[src/rtl/cfe_pkg.sv]
`timescale 1ns / 1ps
`default_nettype none
package cfe_pkg;

  localparam int BYTE_BITS    = 8;
  localparam int SPAN_BITS    = BYTE_BITS + 1;
  localparam int OFF_BITS     = $clog2(BYTE_BITS);
  localparam int RES_BITS     = 2 * BYTE_BITS;
  localparam int PROD_BITS    = BYTE_BITS + SPAN_BITS;
  localparam int DIV_STAGES   = BYTE_BITS;
  localparam int QUEUE_DEPTH  = 2;
  localparam int CFG_IDX_BITS = 2;

  localparam logic                 MASK_MODE_RST = 1'b0;
  localparam logic [BYTE_BITS-1:0] BIT_MASK_RST  = 8'd255;
  localparam logic [BYTE_BITS-1:0] RADIX_RST     = 8'd1;
  localparam logic [BYTE_BITS-1:0] MAX_VALUE_RST = 8'd255;

  localparam logic OP_GET = 1'b0;
  localparam logic OP_SET = 1'b1;

  typedef enum logic [CFG_IDX_BITS-1:0] {
    CFG_MASK_MODE = 2'd0,
    CFG_BIT_MASK  = 2'd1,
    CFG_RADIX     = 2'd2,
    CFG_MAX_VALUE = 2'd3
  } cfg_reg_t;

  typedef enum logic [2:0] {
    KIND_MASK_GET  = 3'd0,
    KIND_MASK_SET  = 3'd1,
    KIND_RADIX_GET = 3'd2,
    KIND_RADIX_SET = 3'd3,
    KIND_RADIX_ERR = 3'd4
  } kind_t;

  typedef struct packed {
    kind_t                kind;
    logic [BYTE_BITS-1:0] cv;
    logic [BYTE_BITS-1:0] nv;
    logic [BYTE_BITS-1:0] mask;
    logic [OFF_BITS-1:0]  off;
    logic [BYTE_BITS-1:0] radix;
    logic [SPAN_BITS-1:0] span;
    logic [SPAN_BITS-1:0] blk;
  } job_t;

  // One restoring divider: partial remainder and the dividend/quotient shift word.
  typedef struct packed {
    logic [SPAN_BITS-1:0] rem;
    logic [BYTE_BITS-1:0] quo;
  } div_lane_t;

  typedef struct packed {
    div_lane_t cv_radix;
    div_lane_t nv_span;
    div_lane_t cv_blk;
  } div_set_t;

  function automatic div_lane_t div_step(input div_lane_t x, input logic [SPAN_BITS-1:0] d);
    div_lane_t        y;
    logic [SPAN_BITS:0] trial;
    trial = {x.rem, x.quo[BYTE_BITS-1]};
    if (trial >= {1'b0, d}) begin
      y.rem = SPAN_BITS'(trial - {1'b0, d});
      y.quo = {x.quo[BYTE_BITS-2:0], 1'b1};
    end else begin
      y.rem = trial[SPAN_BITS-1:0];
      y.quo = {x.quo[BYTE_BITS-2:0], 1'b0};
    end
    return y;
  endfunction

endpackage
`default_nettype wire

[src/rtl/cfe_in_if.sv]
`timescale 1ns / 1ps
`default_nettype none
interface cfe_in_if;
  logic                          valid;
  logic                          ready;
  logic                          operation;
  logic [cfe_pkg::BYTE_BITS-1:0] cv_value;
  logic [cfe_pkg::BYTE_BITS-1:0] new_value;

  modport source (output valid, output operation, output cv_value, output new_value,
                  input ready);
  modport sink (input valid, input operation, input cv_value, input new_value,
                output ready);
endinterface
`default_nettype wire

[src/rtl/cfe_out_if.sv]
`timescale 1ns / 1ps
`default_nettype none
interface cfe_out_if;
  logic                         valid;
  logic                         ready;
  logic [cfe_pkg::RES_BITS-1:0] result_value;
  logic                         radix_error;

  modport source (output valid, output result_value, output radix_error, input ready);
  modport sink (input valid, input result_value, input radix_error, output ready);
endinterface
`default_nettype wire

[src/rtl/cv_field_extract_insert.sv]
`timescale 1ns / 1ps
`default_nettype none
// Configuration-byte field get/set engine.
// in_chan carries one transaction per request: operation (get or set), the current
// byte cv_value and, for set, new_value. out_chan returns one transaction per request,
// in order: result_value (extracted field, or rebuilt byte) and radix_error.
// cfg_we/cfg_index/cfg_wdata write mask_mode, bit_mask, radix and max_value; write
// them only while no request is in flight.
// From input acceptance a request passes one front register, one queue slot, eight
// divider stages (one quotient bit each, three dividers side by side), one multiply
// stage and the output register.
// Throughput is one transaction per cycle while out_chan does not stall; the bit-serial
// divider pipeline sets the latency, not the rate.
// Reset loads the register defaults (bit-mask mode, mask 255, radix 1, max 255) and
// empties every stage and the queue.
// When out_chan stalls, the back pipe holds as a whole; the two-entry queue and the
// front register keep accepting until they fill, then in_chan.ready drops.
module cv_field_extract_insert (
  input  wire logic                             clk,
  input  wire logic                             rst_n,
  cfe_in_if.sink                                in_chan,
  cfe_out_if.source                             out_chan,
  input  wire logic                             cfg_we,
  input  wire logic [cfe_pkg::CFG_IDX_BITS-1:0] cfg_index,
  input  wire logic [cfe_pkg::BYTE_BITS-1:0]    cfg_wdata
);
  import cfe_pkg::*;

  logic push_valid, push_ready;
  job_t push_data;
  logic pop_valid, pop_ready;
  job_t pop_data;

  cfe_front u_front (
    .clk        (clk),
    .rst_n      (rst_n),
    .cfg_we     (cfg_we),
    .cfg_index  (cfg_index),
    .cfg_wdata  (cfg_wdata),
    .in_chan    (in_chan),
    .push_valid (push_valid),
    .push_ready (push_ready),
    .push_data  (push_data)
  );

  cfe_queue u_queue (
    .clk        (clk),
    .rst_n      (rst_n),
    .push_valid (push_valid),
    .push_ready (push_ready),
    .push_data  (push_data),
    .pop_valid  (pop_valid),
    .pop_ready  (pop_ready),
    .pop_data   (pop_data)
  );

  cfe_back u_back (
    .clk       (clk),
    .rst_n     (rst_n),
    .pop_valid (pop_valid),
    .pop_ready (pop_ready),
    .pop_data  (pop_data),
    .out_chan  (out_chan)
  );

endmodule
`default_nettype wire

[src/rtl/cfe_front.sv]
`timescale 1ns / 1ps
`default_nettype none
module cfe_front (
  input  wire logic                             clk,
  input  wire logic                             rst_n,
  input  wire logic                             cfg_we,
  input  wire logic [cfe_pkg::CFG_IDX_BITS-1:0] cfg_index,
  input  wire logic [cfe_pkg::BYTE_BITS-1:0]    cfg_wdata,
  cfe_in_if.sink                                in_chan,
  output logic                                  push_valid,
  input  wire logic                             push_ready,
  output cfe_pkg::job_t                         push_data
);
  import cfe_pkg::*;

  logic                 mask_mode_r, mask_mode_nxt;
  logic [BYTE_BITS-1:0] bit_mask_r, bit_mask_nxt;
  logic [BYTE_BITS-1:0] radix_r, radix_nxt;
  logic [BYTE_BITS-1:0] max_value_r, max_value_nxt;

  logic                 f_v_r, f_v_nxt;
  job_t                 f_job_r, f_job_nxt;

  logic                 in_take;
  logic [OFF_BITS-1:0]  off;
  logic [SPAN_BITS-1:0] span;
  logic [PROD_BITS-1:0] blk_full;

  always_comb begin
    mask_mode_nxt = mask_mode_r;
    bit_mask_nxt  = bit_mask_r;
    radix_nxt     = radix_r;
    max_value_nxt = max_value_r;
    if (cfg_we) begin
      unique case (cfg_reg_t'(cfg_index))
        CFG_MASK_MODE: mask_mode_nxt = cfg_wdata[0];
        CFG_BIT_MASK:  bit_mask_nxt  = cfg_wdata;
        CFG_RADIX:     radix_nxt     = cfg_wdata;
        CFG_MAX_VALUE: max_value_nxt = cfg_wdata;
      endcase
    end
  end

  // Position of the lowest set mask bit; an empty mask gives zero.
  always_comb begin
    off = '0;
    for (int i = BYTE_BITS - 1; i >= 0; i--) begin
      if (bit_mask_r[i]) begin
        off = OFF_BITS'(i);
      end
    end
  end

  assign span     = {1'b0, max_value_r} + SPAN_BITS'(1);
  assign blk_full = PROD_BITS'(radix_r) * PROD_BITS'(span);

  assign in_chan.ready = !f_v_r || push_ready;
  assign in_take       = in_chan.valid && in_chan.ready;

  always_comb begin
    f_job_nxt       = f_job_r;
    f_v_nxt         = f_v_r;
    if (in_take) begin
      f_v_nxt         = 1'b1;
      f_job_nxt.cv    = in_chan.cv_value;
      f_job_nxt.nv    = in_chan.new_value;
      f_job_nxt.mask  = bit_mask_r;
      f_job_nxt.off   = off;
      f_job_nxt.radix = radix_r;
      f_job_nxt.span  = span;
      // A block wider than a byte leaves no high part; 2^BYTE_BITS stands in for it.
      if (blk_full > PROD_BITS'((1 << BYTE_BITS) - 1)) begin
        f_job_nxt.blk = SPAN_BITS'(1 << BYTE_BITS);
      end else begin
        f_job_nxt.blk = blk_full[SPAN_BITS-1:0];
      end
      priority if (!mask_mode_r) begin
        f_job_nxt.kind = (in_chan.operation == OP_SET) ? KIND_MASK_SET : KIND_MASK_GET;
      end else if (radix_r == '0) begin
        f_job_nxt.kind = KIND_RADIX_ERR;
      end else begin
        f_job_nxt.kind = (in_chan.operation == OP_SET) ? KIND_RADIX_SET : KIND_RADIX_GET;
      end
    end else if (push_ready) begin
      f_v_nxt = 1'b0;
    end
  end

  always_ff @(posedge clk) begin
    if (!rst_n) begin
      mask_mode_r <= MASK_MODE_RST;
      bit_mask_r  <= BIT_MASK_RST;
      radix_r     <= RADIX_RST;
      max_value_r <= MAX_VALUE_RST;
      f_v_r       <= 1'b0;
    end else begin
      mask_mode_r <= mask_mode_nxt;
      bit_mask_r  <= bit_mask_nxt;
      radix_r     <= radix_nxt;
      max_value_r <= max_value_nxt;
      f_v_r       <= f_v_nxt;
    end
  end

  always_ff @(posedge clk) begin
    f_job_r <= f_job_nxt;
  end

  assign push_valid = f_v_r;
  assign push_data  = f_job_r;

endmodule
`default_nettype wire

[src/rtl/cfe_queue.sv]
`timescale 1ns / 1ps
`default_nettype none
module cfe_queue (
  input  wire logic          clk,
  input  wire logic          rst_n,
  input  wire logic          push_valid,
  output logic               push_ready,
  input  wire cfe_pkg::job_t push_data,
  output logic               pop_valid,
  input  wire logic          pop_ready,
  output cfe_pkg::job_t      pop_data
);
  import cfe_pkg::*;

  localparam int PTR_BITS = (QUEUE_DEPTH > 1) ? $clog2(QUEUE_DEPTH) : 1;
  localparam int CNT_BITS = $clog2(QUEUE_DEPTH + 1);

  job_t                mem_r [QUEUE_DEPTH];
  logic [PTR_BITS-1:0] wr_ptr_r, wr_ptr_nxt;
  logic [PTR_BITS-1:0] rd_ptr_r, rd_ptr_nxt;
  logic [CNT_BITS-1:0] count_r, count_nxt;
  logic                push, pop;

  assign push_ready = count_r != CNT_BITS'(QUEUE_DEPTH);
  assign pop_valid  = count_r != '0;
  assign push       = push_valid && push_ready;
  assign pop        = pop_valid && pop_ready;
  assign pop_data   = mem_r[rd_ptr_r];

  always_comb begin
    wr_ptr_nxt = wr_ptr_r;
    rd_ptr_nxt = rd_ptr_r;
    count_nxt  = count_r;
    if (push) begin
      wr_ptr_nxt = (wr_ptr_r == PTR_BITS'(QUEUE_DEPTH - 1)) ? '0 : wr_ptr_r + PTR_BITS'(1);
    end
    if (pop) begin
      rd_ptr_nxt = (rd_ptr_r == PTR_BITS'(QUEUE_DEPTH - 1)) ? '0 : rd_ptr_r + PTR_BITS'(1);
    end
    if (push && !pop) begin
      count_nxt = count_r + CNT_BITS'(1);
    end else if (pop && !push) begin
      count_nxt = count_r - CNT_BITS'(1);
    end
  end

  always_ff @(posedge clk) begin
    if (!rst_n) begin
      wr_ptr_r <= '0;
      rd_ptr_r <= '0;
      count_r  <= '0;
    end else begin
      wr_ptr_r <= wr_ptr_nxt;
      rd_ptr_r <= rd_ptr_nxt;
      count_r  <= count_nxt;
    end
  end

  always_ff @(posedge clk) begin
    if (push) begin
      mem_r[wr_ptr_r] <= push_data;
    end
  end

endmodule
`default_nettype wire

[src/rtl/cfe_back.sv]
`timescale 1ns / 1ps
`default_nettype none
module cfe_back (
  input  wire logic          clk,
  input  wire logic          rst_n,
  input  wire logic          pop_valid,
  output logic               pop_ready,
  input  wire cfe_pkg::job_t pop_data,
  cfe_out_if.source          out_chan
);
  import cfe_pkg::*;

  function automatic div_set_t step_set(input div_set_t x, input job_t j);
    div_set_t y;
    y.cv_radix = div_step(x.cv_radix, {1'b0, j.radix});
    y.nv_span  = div_step(x.nv_span, j.span);
    y.cv_blk   = div_step(x.cv_blk, j.blk);
    return y;
  endfunction

  logic     en;

  logic     s_v_r   [DIV_STAGES];
  job_t     s_job_r [DIV_STAGES];
  div_set_t s_div_r [DIV_STAGES];
  div_set_t s_div_nxt [DIV_STAGES];
  div_set_t init_set;

  job_t                 lj;
  div_set_t             ld;
  logic [BYTE_BITS-1:0] mul_a;
  logic [SPAN_BITS-1:0] mul_b;

  logic                 m_v_r;
  job_t                 m_job_r;
  logic [PROD_BITS-1:0] m_prod_r, m_prod_nxt;
  logic [BYTE_BITS-1:0] m_q1_r;
  logic [BYTE_BITS-1:0] m_low_r;
  logic [BYTE_BITS-1:0] m_high_r, m_high_nxt;

  logic                 out_v_r;
  logic [RES_BITS-1:0]  out_res_r, out_res_nxt;
  logic                 out_err_r, out_err_nxt;
  logic [BYTE_BITS-1:0] nv_sh;

  // The whole back pipe moves together; it halts only while a result waits.
  assign en        = !out_v_r || out_chan.ready;
  assign pop_ready = en;

  always_comb begin
    init_set.cv_radix = '{rem: '0, quo: pop_data.cv};
    init_set.nv_span  = '{rem: '0, quo: pop_data.nv};
    init_set.cv_blk   = '{rem: '0, quo: pop_data.cv};
    s_div_nxt[0] = step_set(init_set, pop_data);
    for (int k = 1; k < DIV_STAGES; k++) begin
      s_div_nxt[k] = step_set(s_div_r[k-1], s_job_r[k-1]);
    end
  end

  // Quotients and remainders after the last divider stage.
  assign lj = s_job_r[DIV_STAGES-1];
  assign ld = s_div_r[DIV_STAGES-1];

  always_comb begin
    if (lj.kind == KIND_RADIX_GET) begin
      mul_a = ld.cv_blk.quo;
      mul_b = lj.span;
    end else begin
      mul_a = ld.nv_span.rem[BYTE_BITS-1:0];
      mul_b = {1'b0, lj.radix};
    end
    m_prod_nxt = PROD_BITS'(mul_a) * PROD_BITS'(mul_b);
    m_high_nxt = lj.cv - ld.cv_blk.rem[BYTE_BITS-1:0];
  end

  always_comb begin
    nv_sh       = m_job_r.nv << m_job_r.off;
    out_res_nxt = '0;
    out_err_nxt = 1'b0;
    unique case (m_job_r.kind)
      KIND_MASK_GET:  out_res_nxt = RES_BITS'((m_job_r.cv & m_job_r.mask) >> m_job_r.off);
      KIND_MASK_SET:  out_res_nxt = RES_BITS'((m_job_r.cv & ~m_job_r.mask) |
                                              (nv_sh & m_job_r.mask));
      KIND_RADIX_GET: out_res_nxt = RES_BITS'(m_q1_r - m_prod_r[BYTE_BITS-1:0]);
      KIND_RADIX_SET: out_res_nxt = RES_BITS'(m_high_r) + m_prod_r[RES_BITS-1:0] +
                                    RES_BITS'(m_low_r);
      KIND_RADIX_ERR: out_err_nxt = 1'b1;
      default: begin
        out_res_nxt = '0;
        out_err_nxt = 1'b0;
      end
    endcase
  end

  always_ff @(posedge clk) begin
    if (!rst_n) begin
      for (int k = 0; k < DIV_STAGES; k++) begin
        s_v_r[k] <= 1'b0;
      end
      m_v_r   <= 1'b0;
      out_v_r <= 1'b0;
    end else if (en) begin
      s_v_r[0] <= pop_valid;
      for (int k = 1; k < DIV_STAGES; k++) begin
        s_v_r[k] <= s_v_r[k-1];
      end
      m_v_r   <= s_v_r[DIV_STAGES-1];
      out_v_r <= m_v_r;
    end
  end

  always_ff @(posedge clk) begin
    if (en) begin
      s_job_r[0] <= pop_data;
      for (int k = 1; k < DIV_STAGES; k++) begin
        s_job_r[k] <= s_job_r[k-1];
      end
      for (int k = 0; k < DIV_STAGES; k++) begin
        s_div_r[k] <= s_div_nxt[k];
      end
      m_job_r   <= lj;
      m_prod_r  <= m_prod_nxt;
      m_q1_r    <= ld.cv_radix.quo;
      m_low_r   <= ld.cv_radix.rem[BYTE_BITS-1:0];
      m_high_r  <= m_high_nxt;
      out_res_r <= out_res_nxt;
      out_err_r <= out_err_nxt;
    end
  end

  assign out_chan.valid        = out_v_r;
  assign out_chan.result_value = out_res_r;
  assign out_chan.radix_error  = out_err_r;

endmodule
`default_nettype wire
[src/flat_wrapper.sv]
// flat-port wrapper written by rule: the top's interface ports become plain ports
module cv_field_extract_insert_flat import cfe_pkg::*;
  (clk, rst_n, cfg_we, cfg_index, cfg_wdata, in_chan_valid, in_chan_operation, in_chan_cv_value, in_chan_new_value, in_chan_ready, out_chan_valid, out_chan_result_value, out_chan_radix_error, out_chan_ready);
  cfe_in_if in_chan_i ();
  cfe_out_if out_chan_i ();
  input  wire logic clk;
  input  wire logic rst_n;
  input  wire logic cfg_we;
  input  wire logic [cfe_pkg::CFG_IDX_BITS-1:0] cfg_index;
  input  wire logic [cfe_pkg::BYTE_BITS-1:0] cfg_wdata;
  input wire logic [$bits(in_chan_i.valid)-1:0] in_chan_valid;
  input wire logic [$bits(in_chan_i.operation)-1:0] in_chan_operation;
  input wire logic [$bits(in_chan_i.cv_value)-1:0] in_chan_cv_value;
  input wire logic [$bits(in_chan_i.new_value)-1:0] in_chan_new_value;
  output wire logic [$bits(in_chan_i.ready)-1:0] in_chan_ready;
  output wire logic [$bits(out_chan_i.valid)-1:0] out_chan_valid;
  output wire logic [$bits(out_chan_i.result_value)-1:0] out_chan_result_value;
  output wire logic [$bits(out_chan_i.radix_error)-1:0] out_chan_radix_error;
  input wire logic [$bits(out_chan_i.ready)-1:0] out_chan_ready;
  assign in_chan_i.valid = in_chan_valid;
  assign in_chan_i.operation = in_chan_operation;
  assign in_chan_i.cv_value = in_chan_cv_value;
  assign in_chan_i.new_value = in_chan_new_value;
  assign in_chan_ready = in_chan_i.ready;
  assign out_chan_valid = out_chan_i.valid;
  assign out_chan_result_value = out_chan_i.result_value;
  assign out_chan_radix_error = out_chan_i.radix_error;
  assign out_chan_i.ready = out_chan_ready;
  cv_field_extract_insert u_core (.clk(clk), .rst_n(rst_n), .in_chan(in_chan_i), .out_chan(out_chan_i), .cfg_we(cfg_we), .cfg_index(cfg_index), .cfg_wdata(cfg_wdata));
endmodule
[config.mk]
export PLATFORM = sky130hd
export DESIGN_NAME = cv_field_extract_insert_flat
export DESIGN_NICKNAME = d
export VERILOG_FILES = /design/src/rtl/cfe_pkg.sv /design/src/rtl/cfe_in_if.sv /design/src/rtl/cfe_out_if.sv /design/src/rtl/cv_field_extract_insert.sv /design/src/rtl/cfe_front.sv /design/src/rtl/cfe_queue.sv /design/src/rtl/cfe_back.sv /design/src/flat_wrapper.sv
export SDC_FILE = /design/constraint.sdc
export NUM_CORES = 2
export LEC_CHECK = 0
export BUFFER_PORTS_ARGS = -buffer_cell sky130_fd_sc_hd__buf_2
export CORE_ASPECT_RATIO = 2
export CORE_MARGIN = 2
export CORE_UTILIZATION = 25
export CTS_CLUSTER_DIAMETER = 40
export DETAILED_ROUTE_END_ITERATION = 6
export GPL_ROUTABILITY_DRIVEN = 0
export RECOVER_POWER = 50
export SLEW_MARGIN = 30
export SYNTH_ARGS = -nofsm -noshare
export SYNTH_HDL_FRONTEND = slang
export SYNTH_HIERARCHICAL = 1
export SYNTH_SLANG_ARGS = --single-unit
[constraint.sdc]
create_clock -name clk -period 28 [get_ports clk]
set_input_delay 5.6 -clock clk [delete_from_list [all_inputs] [get_ports clk]]
set_output_delay 5.6 -clock clk [all_outputs]
set_load 0.005 [all_outputs]
# [Word-level counts from Yosys, hierarchy flattened]
# Memories as Yosys holds them, arrays and structs flattened. A register that Yosys moved wholly into a read port is not among the register bits.
# Index checks and enable logic that the tools add are counted.
# W data, S select, Z words.
[classes] add_sub_neg=33 n_mul=2 order_cmp=25 eq_ne=9 shifts=2 n_mux=62 bitwise_logic=13 reduce_logical=24
[op_table] operator="$mux W17" count=24
[op_table] operator="$ge A10 B9 Y1" count=14
[op_table] operator="$sub A9 B9 Y9" count=14
[op_table] operator="$ge A10 B8 Y1" count=7
[op_table] operator="$pmux W16 S4" count=1
[op_table] operator="$sub A9 B8 Y9" count=7
[op_table] operator="$mux W1" count=25
[op_table] operator="$ge A1 B9 Y1" count=2
[op_table] operator="$mux W3" count=6
[op_table] operator="$sub A1 B9 Y9" count=2
[op_table] operator="$gt A17 B8 Y1 const B" count=1
[op_table] operator="$mul A8 B9 Y17" count=1
[op_table] operator="$add A16 B8 Y16" count=1
[op_table] operator="$add A8 B16 Y16" count=1
[op_table] operator="$and A8 B16 Y16" count=1
[op_table] operator="$and A8 B8 Y8" count=2
[op_table] operator="$mul A8 B9 Y16" count=1
[op_table] operator="$not A8 Y16" count=1
[op_table] operator="$or A16 B8 Y16" count=1
[op_table] operator="$shr A8 B3 Y16" count=1
[op_table] operator="$add A8 B1 Y9 const B" count=1
[op_table] operator="$eq A3 B2 Y1 const B" count=3
[op_table] operator="$mux W9" count=1
[op_table] operator="$sub A1 B8 Y9" count=1
[op_table] operator="25 further kinds" count=51
[word_totals] register_bits=174 ram_bits=976 input_bits=32 memories=4
[memory_table] memory="u_core.u_back.s_job_r" depth=8 word_bits=56 read_ports=8 rd_clocked_by_memory_dff=0 write_ports=8 line_no="cfe_back.sv:24" rtl="job_t s_job_r [DIV_STAGES];"
[memory_table] memory="u_core.u_back.s_div_r" depth=8 word_bits=51 read_ports=8 rd_clocked_by_memory_dff=0 write_ports=8 line_no="cfe_back.sv:25" rtl="div_set_t s_div_r [DIV_STAGES];"
[memory_table] memory="u_core.u_queue.mem_r" depth=2 word_bits=56 read_ports=1 rd_clocked_by_memory_dff=1 write_ports=1 line_no="cfe_queue.sv:18" rtl="job_t mem_r [QUEUE_DEPTH];"
[memory_table] memory="u_core.u_back.s_v_r" depth=8 word_bits=1 read_ports=8 rd_clocked_by_memory_dff=1 write_ports=8 line_no="cfe_back.sv:23" rtl="logic s_v_r [DIV_STAGES];"

# [Logic depth before layout (Yosys ltp)]
[logic_depth] ltp_word=7 depth_mapped=22

# [Modules after synthesis]
# The synthesis kept the hierarchy.
[modules_own_cells] module="cfe_back" instances=1 cells_each=2872 area_each_um2=39566.7
[modules_own_cells] module="cfe_front" instances=1 cells_each=514 area_each_um2=5427.7
[modules_own_cells] module="cfe_queue" instances=1 cells_each=198 area_each_um2=4276.6

# [Worst setup path after synthesis]
# No wires, ideal clock.
[synth_timing] path_kind="input-to-reg" startpoint="in out_chan_ready" endpoint="reg u_core.u_back.m_high_r[0] (enable)" setup_time_ns=6.314 arrival_ns=20.706 t_required_ns=21.686 path_slack_ns=0.980 stages=3 path_buffers=1 cell_sequence="nor2b_1 clkbuf_1 clkinv_1"
[synth_between] elab_chain_len=1
[synth_lines] element="start: declaration" line_no="flat_wrapper.sv:19" rtl="input wire logic [$bits(out_chan_i.ready)-1:0] out_chan_ready;"
[synth_lines] element="$logic_or A1 B1 Y1" line_no="cfe_back.sv:47" rtl="assign en = !out_v_r || out_chan.ready;"
[synth_lines] element="named net u_core.pop_ready" line_no="cv_field_extract_insert.sv:31" rtl="logic pop_valid, pop_ready;"
[synth_lines] element="end signal: assignment" line_no="cfe_back.sv:125" rtl="m_high_r <= m_high_nxt;"
[synth_lines] element="end: declaration" line_no="cfe_back.sv:39" rtl="logic [BYTE_BITS-1:0] m_high_r, m_high_nxt;"
# The timed path passes the listed nets, and every way through them passes these cells.
# A chain may end at the register's enable or synchronous reset.

==> flow_metrics.env <==
export IMPL_max_slew_margin_rel=-1.32
export IMPL_cts_hold_buf=0
export IMPL_critPathRequiredTime_ps=28340
export IMPL_cpPeakStageDelay_ps=650
export IMPL_vias=27406
export IMPL_crit_path_end_kind="flop"
export IMPL_finalHoldViolCount=0
export IMPL_gr_usage_all_layers=0.0969
export IMPL_fin_crit_sh=0.284
export IMPL_synth_largest_area_cell="edfxtp_1"
export IMPL_num_io_pins=51
export IMPL_ant_nets=0
export IMPL_startpoint="out_chan_ready"
export IMPL_wire_per_inst_um=15.4
export IMPL_fin_hold_ws_ps=399
export IMPL_drv_cap=4
export IMPL_holdCritStartpoint="u_core/u_back/s_job_r[0][29]$_DFFE_PN_"
export IMPL_finalSetupViolCount=0
export IMPL_p_per_area_nw_per_um2=126
export IMPL_grt_max_degree=191
export IMPL_finalNonFillerCells=6357
export IMPL_rsz0062_at_grt="false"
export IMPL_fp_coreArea_um2=196000
export IMPL_crit_buf_inv=5
export IMPL_finalNetCount=4142
export IMPL_synth_flop_cell="edfxtp_1"
export IMPL_rows=230
export IMPL_synthesis_area_um2=49300
export IMPL_placed_cells=6148
export IMPL_critPathKind="in -> reg"
export IMPL_worst_ep_arrival_time_ps=8290
export IMPL_path_delay_family="buffers and inverters"
export IMPL_yosysTopAreaCellShare=0.598
export IMPL_dieArea_um2=201000
export IMPL_clock_path_buffers=3
export IMPL_power_frac_clock=0.212
export IMPL_violations="max-capacitance violations, max-slew violations"
export IMPL_drtPass1Iterations=5
export IMPL_fin_ws_ps=20060
export IMPL_yosys_warnings=6
export IMPL_h_tree_depth=3
export IMPL_cts_setup_buffers=0
export IMPL_fin_crit_ps=7940
export IMPL_place_ws_ps=19150
export IMPL_root_buffer="clkbuf_16"
export IMPL_min_path_type="reg -> reg"
export IMPL_cts_tree="built"
export IMPL_p_comb_frac=0.429
export IMPL_internal_power_mw=4.47
export IMPL_path_clk_slew_ps=60
export IMPL_drc=0
export IMPL_final_max_slew_viol_count=172
export IMPL_skew_ps=36.8
export IMPL_fmax_mhz=126
export IMPL_ys_seq_area_frac=0.614
export IMPL_vias_per_cell=4.31
export IMPL_initial_core_util=0.251
export IMPL_cts_made_buffers=110
export IMPL_synthArstFlopShare=0
export IMPL_cts_sink_count=1020
export IMPL_ys_seq_elements=1020
export IMPL_grt_ovfl_total=0
export IMPL_crit_path_top_delay_cell="buf_6"
export IMPL_synthCells=3584
export IMPL_die_w_um=318
export IMPL_post_route_util=0.288
export IMPL_antenna_found_initial=1
export IMPL_syn_avg_cell_area_um2=13.7
export IMPL_p_leak_nw=22.4
export IMPL_worstSetupStartpointType="input port"
export IMPL_synth_fp_nets=4016
export IMPL_clk_insertion_delay_late_ps=730
export IMPL_wl_mm=97.7
export IMPL_netSwitchingFraction=0.368
export IMPL_area_delta_synth_final_pct=14.4
export IMPL_floorplan_die_height_um=632
export IMPL_reg2reg_from="u_core/u_front/max_value_r[0]$_SDFFE_PN1P_"
export IMPL_finalPower_mw=7.07
export IMPL_ctsResizeCount=0
export IMPL_cp_max_fo=128
export IMPL_placed_area_um2=52600
export IMPL_switchingPower_mw=2.60
export IMPL_timing_setup_tns_ps=0
export IMPL_status="complete, but fails checks"
export IMPL_grt_pass1_vias=29521
export IMPL_crit_chain="buf_2, nor2b_1, inv_8, buf_12, buf_16, buf_6"
export IMPL_final_area_um2=56300
export IMPL_synth_edf_count=982
export IMPL_drt_iter0_markers=1320
export IMPL_dp_hpwl_mm=72.4
export IMPL_io_buffers=50
export IMPL_grt_pass1_wl_mm=154
export IMPL_max_vdd_ir_drop_mv=0.168
export IMPL_worst_slew_pin_transition_ps=3480
export IMPL_p_seq_frac=0.359
export IMPL_drive_gt1_frac=0.104
export IMPL_synth_distinct_cells=92
export IMPL_synthTopCellsByArea="edfxtp_1 (60%), ha_1 (7.2%), fa_1 (4.7%), mux2_2 (3.7%), inv_1 (3.1%)"
-- worst reg2reg max path, stage by stage (launching register included) --
cell,delay (ps)
dfxtp_1,520
ha_1,240
nand3_1,120
nor2_1,180
xor2_1,750
and2_1,250
fa_1,440
fa_1,500
fa_1,490
inv_1,50
fa_1,360
inv_1,70
ha_1,310
a21oi_1,260
o221a_2,220
nor2_1,40
a2111oi_0,470
nand3_1,380
or4_1,510
-- power groups by stage --
| stage | combinational (mW) | sequential, mW | clock [mW] |
|---|---|---|---|
| after CTS | 3.09 | 2.55 | 1.55 |
| after floorplan | 2.35 | 2.43 | 0 |
| after global routing | 3.42 | 2.58 | 1.61 |
| after global placement | 3.00 | 2.56 | 0 |
| final | 3.03 | 2.54 | 1.50 |
| after detailed placement | 3.07 | 2.58 | 0 |
-- cells in the final DEF (no fill, tap or decap), drive strengths merged, types with 66 or more instances in the layout --
master,netlist,layout
mux2,163,163
xnor2,121,121
nand3,88,88
inv,404,422
a21oi,167,167
fa,115,115
nor2,190,190
nand2,159,159
mux2i,66,66
o21ai,150,150
clkbuf,23,133
ha,285,285
edfxtp,982,982
-- final cells by class --
type,count,area (um^2)
sequential,1020,30200
clock buffer,126,2810
tap,2552,3190
timing repair buffer,68,448
inverter,406,1530
antenna,2,5.00
clock inverter,79,1010
fill,19457,140000
multi-input combinational,2104,17100
-- kinds of logic (layout without fill, tap and decap cells) --
logic type,Yosys count,count (layout),synth area share
other,0,2,0
buffers and inverters,460,679,0.0366
flip-flops,1020,1020,0.614
adder cells (fa/ha/maj),400,400,0.119
XOR/XNOR,163,163,0.0290
multiplexers,233,233,0.0527
AO/OA/AOI/OAI,540,540,0.0703
AND/OR/NAND/NOR,768,768,0.0783
-- final timing paths --
| kind | cells past startpoint | slack, ps | end |
|---|---|---|---|
| min reg2reg | 0 | 400 | u_core/u_back/s_job_r[0][85]$_DFFE_PN_ |
| max reg2reg | 18 | 21510 | u_core/u_front/push_data[8]$_SDFFCE_PN1P_ |
| min | 0 | 400 | u_core/u_back/s_job_r[0][85]$_DFFE_PN_ |
| max | 6 | 20060 | u_core/u_back/s_job_r[0][70]$_DFFE_PN_ |
-- routing by layer --
layer  vias to the layer above  global-route usage  share of wire  wire [um]
li1                      13271                   -              -          -
met1                     13363              0.0836           0.33      32000
met2                       497               0.202           0.58      56800
met3                       275              0.0143          0.030       2930
met4                         0              0.0612          0.061       6010
met5                         -                   0              0          0
-- cell usage after synthesis, types with 8 or more instances --
library cell    n
mux2i_1        66
dfxtp_1        38
o21ai_1        13
nand4_1        20
mux2_2        160
inv_1         404
a21o_1         24
nor2_1        190
nor2b_1        64
nor4_1         14
xnor2_1       121
buf_4           8
a211oi_1       11
o221ai_1       11
o21a_1         26
or2_2          20
fa_1          115
nand3_1        87
xor2_1         42
o31ai_1        12
a21boi_0       25
nand2b_1       28
and2_1         62
nand3b_1       10
and3_1         23
buf_2          17
o211ai_1       26
o21ai_0       134
a21oi_1       164
nand2_1       159
nor3_1         44
ha_1          285
edfxtp_1      982
or4_1          14
clkbuf_1       21
or3_1          14
a31oi_1        12
-- sequential cells by signal (all words and copies together), names as in the netlist, 8 cells and up, named ones only --
| register | count |
|---|---|
| u_core/u_back/m_high_r | 8 |
| u_core/u_back/m_q1_r | 8 |
| u_core/u_back/s_v_r | 8 |
| u_core/u_back/m_prod_r | 16 |
| u_core/u_front/push_data | 56 |
| u_core/u_back/m_low_r | 8 |
| u_core/u_back/s_job_r | 383 |
| u_core/u_back/m_job_r | 30 |
| u_core/u_queue/mem_r | 112 |
| u_core/u_front/bit_mask_r | 8 |
| u_core/u_front/max_value_r | 8 |
| u_core/u_front/radix_r | 8 |
| u_core/u_back/out_chan.result_value | 16 |
| u_core/u_back/s_div_r | 341 |
(Power assumes the default switching activity.)
